[src/hdl/stmm_pkg.sv]
// Package for the sparse-table range min/max engine: sizes, status codes and shared types.
`timescale 1ns / 1ps

package stmm_pkg;

    localparam int STMM_CAPACITY = 512;
    localparam int STMM_LEVELS   = 10;
    localparam int DATA_W        = 32;
    localparam int IDX_W         = 9;
    localparam int STATUS_W      = 2;

    localparam logic [STATUS_W-1:0] STATUS_OK     = 2'd0;
    localparam logic [STATUS_W-1:0] STATUS_EMPTY  = 2'd1;
    localparam logic [STATUS_W-1:0] STATUS_BEYOND = 2'd2;

    localparam logic CMD_LOAD  = 1'b0;
    localparam logic CMD_QUERY = 1'b1;

    typedef enum logic [1:0] {
        ST_IDLE,
        ST_LOAD,
        ST_QRES
    } state_t;

    // Strobes from the engine to both table memories.
    typedef struct packed {
        logic we;
        logic re_a;
        logic re_b;
    } mem_en_t;

endpackage

[src/hdl/stmm_engine.sv]
// Sequencer and datapath: table build on load, two-block lookup on query, result register.
`timescale 1ns / 1ps

module stmm_engine
    import stmm_pkg::*;
#(
    parameter int CAPACITY = STMM_CAPACITY,
    parameter int LEVELS   = STMM_LEVELS
) (
    input  logic                                 aclk,
    input  logic                                 aresetn,
    input  logic                                 in_valid,
    output logic                                 in_ready,
    input  logic                                 in_cmd,
    input  logic                                 in_start,
    input  logic signed [DATA_W-1:0]             in_value,
    input  logic [IDX_W-1:0]                     in_left,
    input  logic [IDX_W-1:0]                     in_right,
    output mem_en_t                              mem_en,
    output logic [$clog2(LEVELS*CAPACITY)-1:0]   waddr,
    output logic [$clog2(LEVELS*CAPACITY)-1:0]   raddr_a,
    output logic [$clog2(LEVELS*CAPACITY)-1:0]   raddr_b,
    output logic signed [DATA_W-1:0]             wdata_min,
    output logic signed [DATA_W-1:0]             wdata_max,
    input  logic signed [DATA_W-1:0]             rd_min_a,
    input  logic signed [DATA_W-1:0]             rd_max_a,
    input  logic signed [DATA_W-1:0]             rd_min_b,
    input  logic signed [DATA_W-1:0]             rd_max_b,
    output logic                                 out_valid,
    input  logic                                 out_ready,
    output logic signed [DATA_W-1:0]             out_min,
    output logic signed [DATA_W-1:0]             out_max,
    output logic [STATUS_W-1:0]                  out_status
);

    localparam int AW  = $clog2(LEVELS*CAPACITY);
    localparam int CW  = $clog2(CAPACITY+1);
    localparam int IW  = $clog2(CAPACITY);
    localparam int LW  = $clog2(LEVELS);
    localparam int XW0 = (CW > IDX_W) ? CW : IDX_W;
    localparam int XW  = ((XW0 > LEVELS) ? XW0 : LEVELS) + 1;

    state_t                   state_reg, state_next;
    logic [CW-1:0]            count_reg, count_next;
    logic [CW-1:0]            pos_reg, pos_next;
    logic [LW-1:0]            level_reg, level_next;
    logic signed [DATA_W-1:0] acc_min_reg, acc_min_next;
    logic signed [DATA_W-1:0] acc_max_reg, acc_max_next;
    logic [STATUS_W-1:0]      qstat_reg, qstat_next;
    logic                     m_valid_reg, m_valid_next;
    logic signed [DATA_W-1:0] m_min_reg, m_min_next;
    logic signed [DATA_W-1:0] m_max_reg, m_max_next;
    logic [STATUS_W-1:0]      m_status_reg, m_status_next;

    logic                     accept;
    logic                     out_free;
    logic [CW-1:0]            load_pos;
    logic                     load_ok;
    logic [XW-1:0]            in_pos1;
    logic [XW-1:0]            q_l, q_r, q_len, q_b;
    logic [LW-1:0]            q_k;
    logic [STATUS_W-1:0]      q_stat;
    logic [XW-1:0]            pos1;
    logic [XW-1:0]            cur_len, nxt_len;
    logic [XW-1:0]            cur_idx, nxt_idx;
    logic                     nxt_ok;
    logic signed [DATA_W-1:0] new_min, new_max;
    logic signed [DATA_W-1:0] res_min, res_max;

    function automatic logic [AW-1:0] slot_addr(input logic [LW-1:0] lv,
                                                 input logic [IW-1:0] ix);
        return AW'(lv) * AW'(CAPACITY) + AW'(ix);
    endfunction

    function automatic logic signed [DATA_W-1:0] s_min(input logic signed [DATA_W-1:0] a,
                                                       input logic signed [DATA_W-1:0] b);
        return (b < a) ? b : a;
    endfunction

    function automatic logic signed [DATA_W-1:0] s_max(input logic signed [DATA_W-1:0] a,
                                                       input logic signed [DATA_W-1:0] b);
        return (a < b) ? b : a;
    endfunction

    assign accept   = in_valid && in_ready;
    assign out_free = !m_valid_reg || out_ready;

    // Load side: where the new element lands once a start mark has cleared the count.
    assign load_pos = in_start ? '0 : count_reg;
    assign load_ok  = load_pos < CW'(CAPACITY);
    assign in_pos1  = XW'(load_pos) + XW'(1);

    // Query side: block length is the largest power of two within the range length.
    assign q_l   = XW'(in_left);
    assign q_r   = XW'(in_right);
    assign q_len = q_r - q_l + XW'(1);

    always_comb begin
        q_k = '0;
        for (int i = 1; i < LEVELS; i++) begin
            if ((XW'(1) << i) <= q_len) begin
                q_k = LW'(i);
            end
        end
    end

    assign q_b = q_r + XW'(1) - (XW'(1) << q_k);

    always_comb begin
        if (q_l > q_r) begin
            q_stat = STATUS_EMPTY;
        end else if (q_r >= XW'(count_reg)) begin
            q_stat = STATUS_BEYOND;
        end else begin
            q_stat = STATUS_OK;
        end
    end

    // Level j combines the entry just read with the running result of level j-1,
    // which is the block that ends at the new element.
    assign pos1    = XW'(pos_reg) + XW'(1);
    assign cur_len = XW'(1) << level_reg;
    assign nxt_len = cur_len << 1;
    assign cur_idx = pos1 - cur_len;
    assign nxt_idx = pos1 - nxt_len;
    assign nxt_ok  = (level_reg != LW'(LEVELS-1)) && (nxt_len <= pos1);
    assign new_min = s_min(rd_min_a, acc_min_reg);
    assign new_max = s_max(rd_max_a, acc_max_reg);
    assign res_min = s_min(rd_min_a, rd_min_b);
    assign res_max = s_max(rd_max_a, rd_max_b);

    // Next state.
    always_comb begin
        state_next = state_reg;
        case (state_reg)
            ST_IDLE: begin
                if (accept) begin
                    if (in_cmd == CMD_QUERY) begin
                        state_next = ST_QRES;
                    end else if (load_ok && (in_pos1 >= XW'(2))) begin
                        state_next = ST_LOAD;
                    end
                end
            end
            ST_LOAD: begin
                if (!nxt_ok) begin
                    state_next = ST_IDLE;
                end
            end
            ST_QRES: begin
                if (out_free) begin
                    state_next = ST_IDLE;
                end
            end
            default: state_next = ST_IDLE;
        endcase
    end

    // Outputs to the memories and the register next values.
    always_comb begin
        in_ready      = 1'b0;
        mem_en        = '0;
        waddr         = slot_addr('0, IW'(load_pos));
        raddr_a       = slot_addr('0, IW'(load_pos - CW'(1)));
        raddr_b       = slot_addr(q_k, IW'(q_b));
        wdata_min     = in_value;
        wdata_max     = in_value;
        count_next    = count_reg;
        pos_next      = pos_reg;
        level_next    = level_reg;
        acc_min_next  = acc_min_reg;
        acc_max_next  = acc_max_reg;
        qstat_next    = qstat_reg;
        m_valid_next  = m_valid_reg && !out_ready;
        m_min_next    = m_min_reg;
        m_max_next    = m_max_reg;
        m_status_next = m_status_reg;
        case (state_reg)
            ST_IDLE: begin
                in_ready = 1'b1;
                if (accept) begin
                    if (in_cmd == CMD_QUERY) begin
                        qstat_next = q_stat;
                        raddr_a    = slot_addr(q_k, IW'(q_l));
                        if (q_stat == STATUS_OK) begin
                            mem_en.re_a = 1'b1;
                            mem_en.re_b = 1'b1;
                        end
                    end else if (load_ok) begin
                        mem_en.we    = 1'b1;
                        mem_en.re_a  = in_pos1 >= XW'(2);
                        count_next   = load_pos + CW'(1);
                        pos_next     = load_pos;
                        level_next   = LW'(1);
                        acc_min_next = in_value;
                        acc_max_next = in_value;
                    end else begin
                        // Full array: the word is dropped.
                        count_next = load_pos;
                    end
                end
            end
            ST_LOAD: begin
                mem_en.we    = 1'b1;
                mem_en.re_a  = nxt_ok;
                waddr        = slot_addr(level_reg, IW'(cur_idx));
                raddr_a      = slot_addr(level_reg, IW'(nxt_idx));
                wdata_min    = new_min;
                wdata_max    = new_max;
                acc_min_next = new_min;
                acc_max_next = new_max;
                level_next   = level_reg + LW'(1);
            end
            ST_QRES: begin
                if (out_free) begin
                    m_valid_next  = 1'b1;
                    m_status_next = qstat_reg;
                    m_min_next    = (qstat_reg == STATUS_OK) ? res_min : '0;
                    m_max_next    = (qstat_reg == STATUS_OK) ? res_max : '0;
                end
            end
            default: begin
                in_ready = 1'b0;
            end
        endcase
    end

    always_ff @(posedge aclk) begin
        if (!aresetn) begin
            state_reg   <= ST_IDLE;
            count_reg   <= '0;
            m_valid_reg <= 1'b0;
        end else begin
            state_reg   <= state_next;
            count_reg   <= count_next;
            m_valid_reg <= m_valid_next;
        end
    end

    always_ff @(posedge aclk) begin
        pos_reg      <= pos_next;
        level_reg    <= level_next;
        acc_min_reg  <= acc_min_next;
        acc_max_reg  <= acc_max_next;
        qstat_reg    <= qstat_next;
        m_min_reg    <= m_min_next;
        m_max_reg    <= m_max_next;
        m_status_reg <= m_status_next;
    end

    assign out_valid  = m_valid_reg;
    assign out_min    = m_min_reg;
    assign out_max    = m_max_reg;
    assign out_status = m_status_reg;

endmodule

[config.mk]
export PLATFORM = sky130hd
export DESIGN_NAME = stmm_engine
export DESIGN_NICKNAME = d
export VERILOG_FILES = /design/src/hdl/stmm_pkg.sv /design/src/hdl/stmm_engine.sv
export SDC_FILE = /design/constraint.sdc
export NUM_CORES = 1
export LEC_CHECK = 0
export BUFFER_PORTS_ARGS = -buffer_cell sky130_fd_sc_hd__buf_2
export CELL_PAD_IN_SITES_DETAIL_PLACEMENT = 0
export CELL_PAD_IN_SITES_GLOBAL_PLACEMENT = 2
export CORE_MARGIN = 4
export CORE_UTILIZATION = 30
export CTS_BUF_LIST = sky130_fd_sc_hd__clkbuf_4
export DETAILED_ROUTE_END_ITERATION = 16
export PLACE_DENSITY_LB_ADDON = 0.1
export SLEW_MARGIN = 10
export SYNTH_ARGS = -nofsm -noshare
export SYNTH_HDL_FRONTEND = slang
export SYNTH_SLANG_ARGS = --single-unit
export TNS_END_PERCENT = 20
[constraint.sdc]
create_clock -name aclk -period 7 [get_ports aclk]
set_input_delay 1.4 -clock aclk [delete_from_list [all_inputs] [get_ports aclk]]
set_output_delay 1.4 -clock aclk [all_outputs]
set_load 0.02 [all_outputs]
==> results of run 1 <==
-- area by class of cell --
| cell class | count | area share |
|---|---|---|
| Timing Repair Buffer | 478 | 0.152 |
| Inverter | 162 | 0.0340 |
| Antenna cell | 4 | 0.000551 |
| Tap cell | 607 | 0.0418 |
| Clock inverter | 10 | 0.00510 |
| Sequential cell | 159 | 0.256 |
| Multi-Input combinational cell | 1177 | 0.503 |
| Clock buffer | 19 | 0.00785 |
-- power by group --
group          internal, mW  switching (mW)
Clock                 0.178           0.394
Sequential             1.12          0.0364
Combinational         0.600           0.865
-- per-layer routing --
layer | wire [um] | vias to the layer above | track usage | share of wire
li1 | - | 6551 | - | -
met1 | 23900 | 6367 | 0.263 | 0.43
met2 | 26800 | 342 | 0.365 | 0.49
met4 | 986 | 6 | 0.0502 | 0.018
met5 | 34 | - | 0 | 0.00062
met3 | 3310 | 47 | 0.0550 | 0.060
-- synth_stat cells, types with 4 or more instances --
library cell | count | area [um^2]
a211o_1 | 4 | 35.0
a211oi_1 | 9 | 67.6
a21o_1 | 59 | 443
a21oi_1 | 124 | 621
a22oi_1 | 4 | 30.0
a31oi_1 | 36 | 225
and2_1 | 5 | 31.3
and3_1 | 8 | 50.1
and4_1 | 4 | 35.0
buf_2 | 6 | 30.0
clkbuf_1 | 50 | 188
dfxtp_1 | 13 | 260
edfxtp_1 | 146 | 4380
fa_1 | 4 | 80.1
ha_1 | 194 | 2430
inv_1 | 161 | 604
mux2i_1 | 69 | 691
nand2_1 | 121 | 454
nand2b_1 | 24 | 150
nand3_1 | 24 | 120
nand4_1 | 20 | 125
nor2_1 | 144 | 541
nor2b_1 | 20 | 125
nor3_1 | 20 | 100
nor4_1 | 9 | 56.3
o211a_1 | 6 | 60.1
o21a_1 | 10 | 75.1
o21ai_0 | 77 | 385
o21bai_1 | 8 | 60.1
o221a_2 | 32 | 360
o22ai_1 | 7 | 43.8
or2_2 | 4 | 25.0
xnor2_1 | 33 | 289
xor2_1 | 22 | 193
-- worst paths after layout --
kind / from / end / slack [ps] / cells after the start
setup / recovery: in_right[0] / raddr_b[8] / -350 / 30
hold / removal: qstat_reg[1] / out_status[1] / 500 / 0
setup reg to reg: acc_max_reg[1] / acc_max_reg[1] / 3310 / 12
hold reg to reg: qstat_reg[1] / out_status[1] / 500 / 0
-- worst max-delay path: cells and delay by family --
family          cells  cell delay [ps]
xor+xnor            3              440
simple gates        3              610
compound gates     11             1540
buf+inv             9             1070
fa+ha+maj           4              870
-- metrics by stage --
stage | TNS (ps) | setup WS (ps) | total power [mW] | hold WS [ps] | instance area, um^2
3_3_place_gp | -1600 | -486 | 2.57 | 442 | 17500
5_1_grt | -1880 | -589 | 3.41 | 532 | 18200
6_report | -938 | -348 | 3.19 | 499 | 18200
4_1_cts | -1450 | -480 | 3.21 | 511 | 18000
3_5_place_dp | -1850 | -550 | 2.58 | 451 | 17500
2_1_floorplan | -225 | -127 | 2.04 | 417 | 14300
-- logic make-up (layout without fill, tap and decap cells) --
group,count (synthesis),after routing
buffers and inverters,223,669
other,0,4
AO/OA/AOI/OAI,424,424
adder cells (fa/ha/maj),198,198
AND/OR/NAND/NOR,426,426
flip-flops,159,159
multiplexers,71,71
XOR/XNOR,58,58
-- what timing repair did --
item | CTS | global route
endpoints found under the setup margin | 5 | 7
pin swaps | 22 | 24
gates resized for setup | 30 | 31
buffers inserted | 11 | 5
cloned | 0 | 0
==> results.json, run 1 <==
{
  "multi_input_area_um2": 9130,
  "ys_seq_area_frac": 0.328,
  "status": "finished, violations left",
  "finalWorstSetupSlack_ps": -348,
  "gp_congestion": 0.868,
  "cap_violations": 0,
  "track_usage": 0.211,
  "netlist_area_um2": 14200,
  "synth_top_family_by_area": "compound AO/OA/AOI/OAI gates",
  "avgRoutedWirePerCell_um": 21.0,
  "slowest_delay_ps": 370,
  "grt_setup_unrepaired": "yes",
  "drv_slew": 0,
  "cts_tree": "done",
  "synth-main-ff-cell": "edfxtp_1",
  "firstDrtPassIters": 5,
  "netlist-cell-type-count": 85,
  "final_core_util": 0.389,
  "portBuffers": 357,
  "vias": 13300,
  "syn_nets": 1941,
  "drt_wl_total_um": 55000,
  "grt_max_degree": 69,
  "crit_slowest_cell": "fa_2",
  "start_util": 0.304,
  "fmax_mhz": 136,
  "top_level_ports": 358,
  "synth_edf_count": 146,
  "clock-sinks": 159,
  "synthSimpleGateAreaFrac": 0.142,
  "worst_pin_slew_ps": 1080,
  "drtIter0Drc": 641,
  "grt_pass1_wl_um": 81400,
  "syn_to_final_growth_pct": 28.2,
  "remaining_drc_errors": 0,
  "layout_common_cells": "349 x buf_2, 186 x ha_1, 157 x inv_1",
  "fp.dieW_um": 225,
  "synthCells": 1559,
  "violations": "setup timing",
  "die_h_um": 225,
  "cp_max_fo": 4,
  "syn_area_per_cell_um2": 9.09,
  "dieArea_um2": 50800,
  "synth-compound-area-share": 0.204,
  "placed_cells": 2567,
  "path_clk_slew_ps": 150,
  "power.density_nw_per_um2": 176,
  "slew_headroom": 0.280,
  "final_common_cell": "buf_2",
  "worstSetupStartpointType": "input port",
  "postRouteAntennaNets": 0,
  "synth_mux_area_frac": 0.0506,
  "clock_skew_ps": 39.9,
  "yosysWarningCount": 0,
  "clk_latency_ps": 740,
  "cellLeakagePower_nw": 8.56,
  "stdcell_count": 2616,
  "fin_nets": 2377,
  "ctsHoldBuffers": 0,
  "crit_path_frequent_cell": "buf_4",
  "vdd_drop_max_mv": 0.137,
  "holdCritPathClass": "register to register",
  "vias_per_cell": 5.09,
  "cts_buffers": 17,
  "overflow": 0,
  "core_area_um2": 46700,
  "path_class": "input port to primary output",
  "clockBufferDepth": 2,
  "period_needed_ps": 7350,
  "grt_pass1_vias": 13500,
  "ys_seq_elements": 159,
  "htreeDepth": 4,
  "root_buffer": "clkbuf_4",
  "seq_area_um2": 4640,
  "crit_path_end_kind": "primary output",
  "final.period_utilization": 1.05,
  "synth_xor_xnor_area_share": 0.0379,
  "fillers": 4942,
  "dp_hpwl_um": 43500,
  "antenna_found_initial": 7,
  "drive_gt1_frac": 0.313,
  "synthAdderAreaFrac": 0.177,
  "arrival_ps": 5950,
  "worstPathRequired_ps": 5600,
  "finalSetupViolations": 4,
  "async_flop_share": 0,
  "hold_violations": 0,
  "rows": 79
}
No activity file was read; power rests on OpenSTA's default activity.
==> inputs of run 2 (changes only) <==
--- a/config.mk
+++ b/config.mk
@@ -8,7 +8,6 @@
 export BUFFER_PORTS_ARGS = -buffer_cell sky130_fd_sc_hd__buf_2
 export CELL_PAD_IN_SITES_DETAIL_PLACEMENT = 0
 export CELL_PAD_IN_SITES_GLOBAL_PLACEMENT = 2
-export CORE_MARGIN = 4
 export CORE_UTILIZATION = 30
 export CTS_BUF_LIST = sky130_fd_sc_hd__clkbuf_4
 export DETAILED_ROUTE_END_ITERATION = 16
==> run 2 against run 1 <==
Against the previous run:
- the run still ends with setup timing left
- maximum frequency barely moved
- sequential share of layout area fell by 0.13 points
- register-to-register slack improved by 110 ps
- hold slack got worse by 40 ps
- sequential power barely moved
- cell area rose by 0.50%
- power rose by 3.4%
- via count did not move
- count of clock-buffer cells in the layout fell by 1
- die area fell by 5.3%
==> results.json, run 2 (synthesis gave the netlist of run 1 again) <==
{
  "status": "finished, violations left",
  "violations": "setup timing",
  "die_h_um": 219,
  "vias": 13300,
  "syn_to_final_growth_pct": 28.8,
  "arrival_ps": 5950,
  "cp_max_fo": 5,
  "fin_nets": 2381,
  "final.period_utilization": 1.05,
  "clockBufferDepth": 2,
  "start_util": 0.304,
  "top_level_ports": 358,
  "dp_hpwl_um": 42100,
  "grt_pass1_wl_um": 79000,
  "path_class": "input port to primary output",
  "root_buffer": "clkbuf_4",
  "whs_ps": 459,
  "avgRoutedWirePerCell_um": 20.4,
  "p_int_mw": 2.00,
  "rows": 79,
  "track_usage": 0.222,
  "grt_setup_unrepaired": "yes",
  "power.share.clock": 0.211,
  "combPwrFrac": 0.439,
  "period_needed_ps": 7350,
  "worstSetupStartpointType": "input port",
  "clk_latency_ps": 740,
  "p_sw_frac": 0.393,
  "power.switching_mw": 1.30,
  "layout_common_cells": "350 x buf_2, 186 x ha_1, 158 x inv_1",
  "cts_tree": "done",
  "clock-sinks": 159,
  "vdd_drop_max_mv": 0.0972,
  "antenna_found_initial": 6,
  "hold_violations": 0,
  "fillers": 4832,
  "gp_congestion": 0.841,
  "remaining_drc_errors": 0,
  "slew_headroom": 0.236,
  "postRouteAntennaNets": 0,
  "cellLeakagePower_nw": 8.60,
  "crit_path_end_kind": "primary output",
  "fp.dieW_um": 219,
  "drtIter0Drc": 641,
  "final_common_cell": "buf_2",
  "worstPathRequired_ps": 5600,
  "setup_tns_ps": -821,
  "vias_per_cell": 5.07,
  "htreeDepth": 4,
  "path_clk_slew_ps": 130,
  "worst_pin_slew_ps": 1150,
  "power_mw": 3.30,
  "finalSetupViolations": 4,
  "cts_buffers": 17,
  "fmax_mhz": 136,
  "firstDrtPassIters": 5,
  "cap_violations": 0,
  "drt_wl_total_um": 53600,
  "dieArea_um2": 48100,
  "power.density_nw_per_um2": 181,
  "grt_pass1_vias": 13100,
  "holdCritPathClass": "register to register",
  "portBuffers": 357,
  "seq_power_share": 0.350,
  "grt_max_degree": 67,
  "drv_slew": 0,
  "clock_skew_ps": 40.7,
  "overflow": 0,
  "drive_gt1_frac": 0.314,
  "finalWorstSetupSlack_ps": -354,
  "core_area_um2": 46600
}
-- run 2: final cells by class --
type / count / area (um^2) / share of cell area
Multi-Input combinational cell: 1177 / 9110 / 0.499
Sequential cell: 159 / 4640 / 0.254
Timing Repair Buffer: 482 / 2780 / 0.152
Tap cell: 607 / 759 / 0.0416
Inverter: 162 / 618 / 0.0339
Clock inverter: 14 / 189 / 0.0104
Clock buffer: 18 / 135 / 0.00740
Antenna cell: 5 / 12.5 / 0.000686
-- run 2: final timing paths --
| kind | from | endpoint | slack (ps) | cells after the start |
|---|---|---|---|---|
| worst max-delay path | in_left[5] | raddr_b[8] | -350 | 25 |
| worst min-delay path | qstat_reg[0] | out_status[0] | 460 | 0 |
| worst max register to register | acc_max_reg[1] | acc_max_reg[5] | 3420 | 11 |
| worst min register to register | qstat_reg[0] | out_status[0] | 460 | 0 |
-- run 2: worst max-delay path: stages --
cell and delay (ps):
buf_2 160, inv_8 40, ha_4 270, and3b_1 180
a211o_1 300, a311oi_4 430, nand4_1 260, o2111ai_4 140
mux2_4 340, a211oi_4 250, a21oi_4 70, a21boi_4 210
buf_6 120, o2111ai_2 100, ha_2 220, ha_4 160
a21o_1 180, a21oi_2 130, o21bai_1 90, a21oi_2 150
o21bai_1 100, a21oi_1 170, xnor2_1 180, xnor2_2 140
buf_4 160
-- run 2: through the flow --
| step | worst slack (ps) | cell area, um^2 | std cells | util |
|---|---|---|---|---|
| 3_3_place_gp | -535 | 17600 | 2578 | 0.377 |
| 5_1_grt | -574 | 18200 | 2621 | 0.392 |
| 2_1_floorplan | -127 | 14300 | 1559 | - |
| 6_report | -354 | 18300 | 2624 | 0.392 |
| 4_1_cts | -504 | 18100 | 2617 | 0.390 |
| 3_5_place_dp | -596 | 17600 | 2578 | 0.377 |
-- run 2: repair_timing --
action / in CTS / in global routing
hold buffers: 0 / 0
buffers inserted: 7 / 2
resized for setup: 40 / 16
cloned: 0 / 0
pin swaps: 25 / 23
endpoints found under the setup margin: 5 / 7
endpoints found under the hold margin: 0 / 0
-- run 2: power by group through the flow --
stage | Combinational (mW) | Clock (mW) | Sequential [mW]
after floorplan | 0.852 | 0 | 1.19
after global placement | 1.39 | 0 | 1.18
after detailed placement | 1.40 | 0 | 1.18
after CTS | 1.45 | 0.725 | 1.16
after global routing | 1.59 | 0.754 | 1.16
final | 1.45 | 0.697 | 1.16
-- run 2: layer usage --
layer,routed length (um),part of all wire,global-route usage,vias up
met2,25700,0.48,0.368,346
met4,1020,0.019,0.0611,4
met3,2940,0.055,0.0478,49
met1,23800,0.45,0.287,6368
li1,-,-,-,6546
met5,23,0.00043,0,-
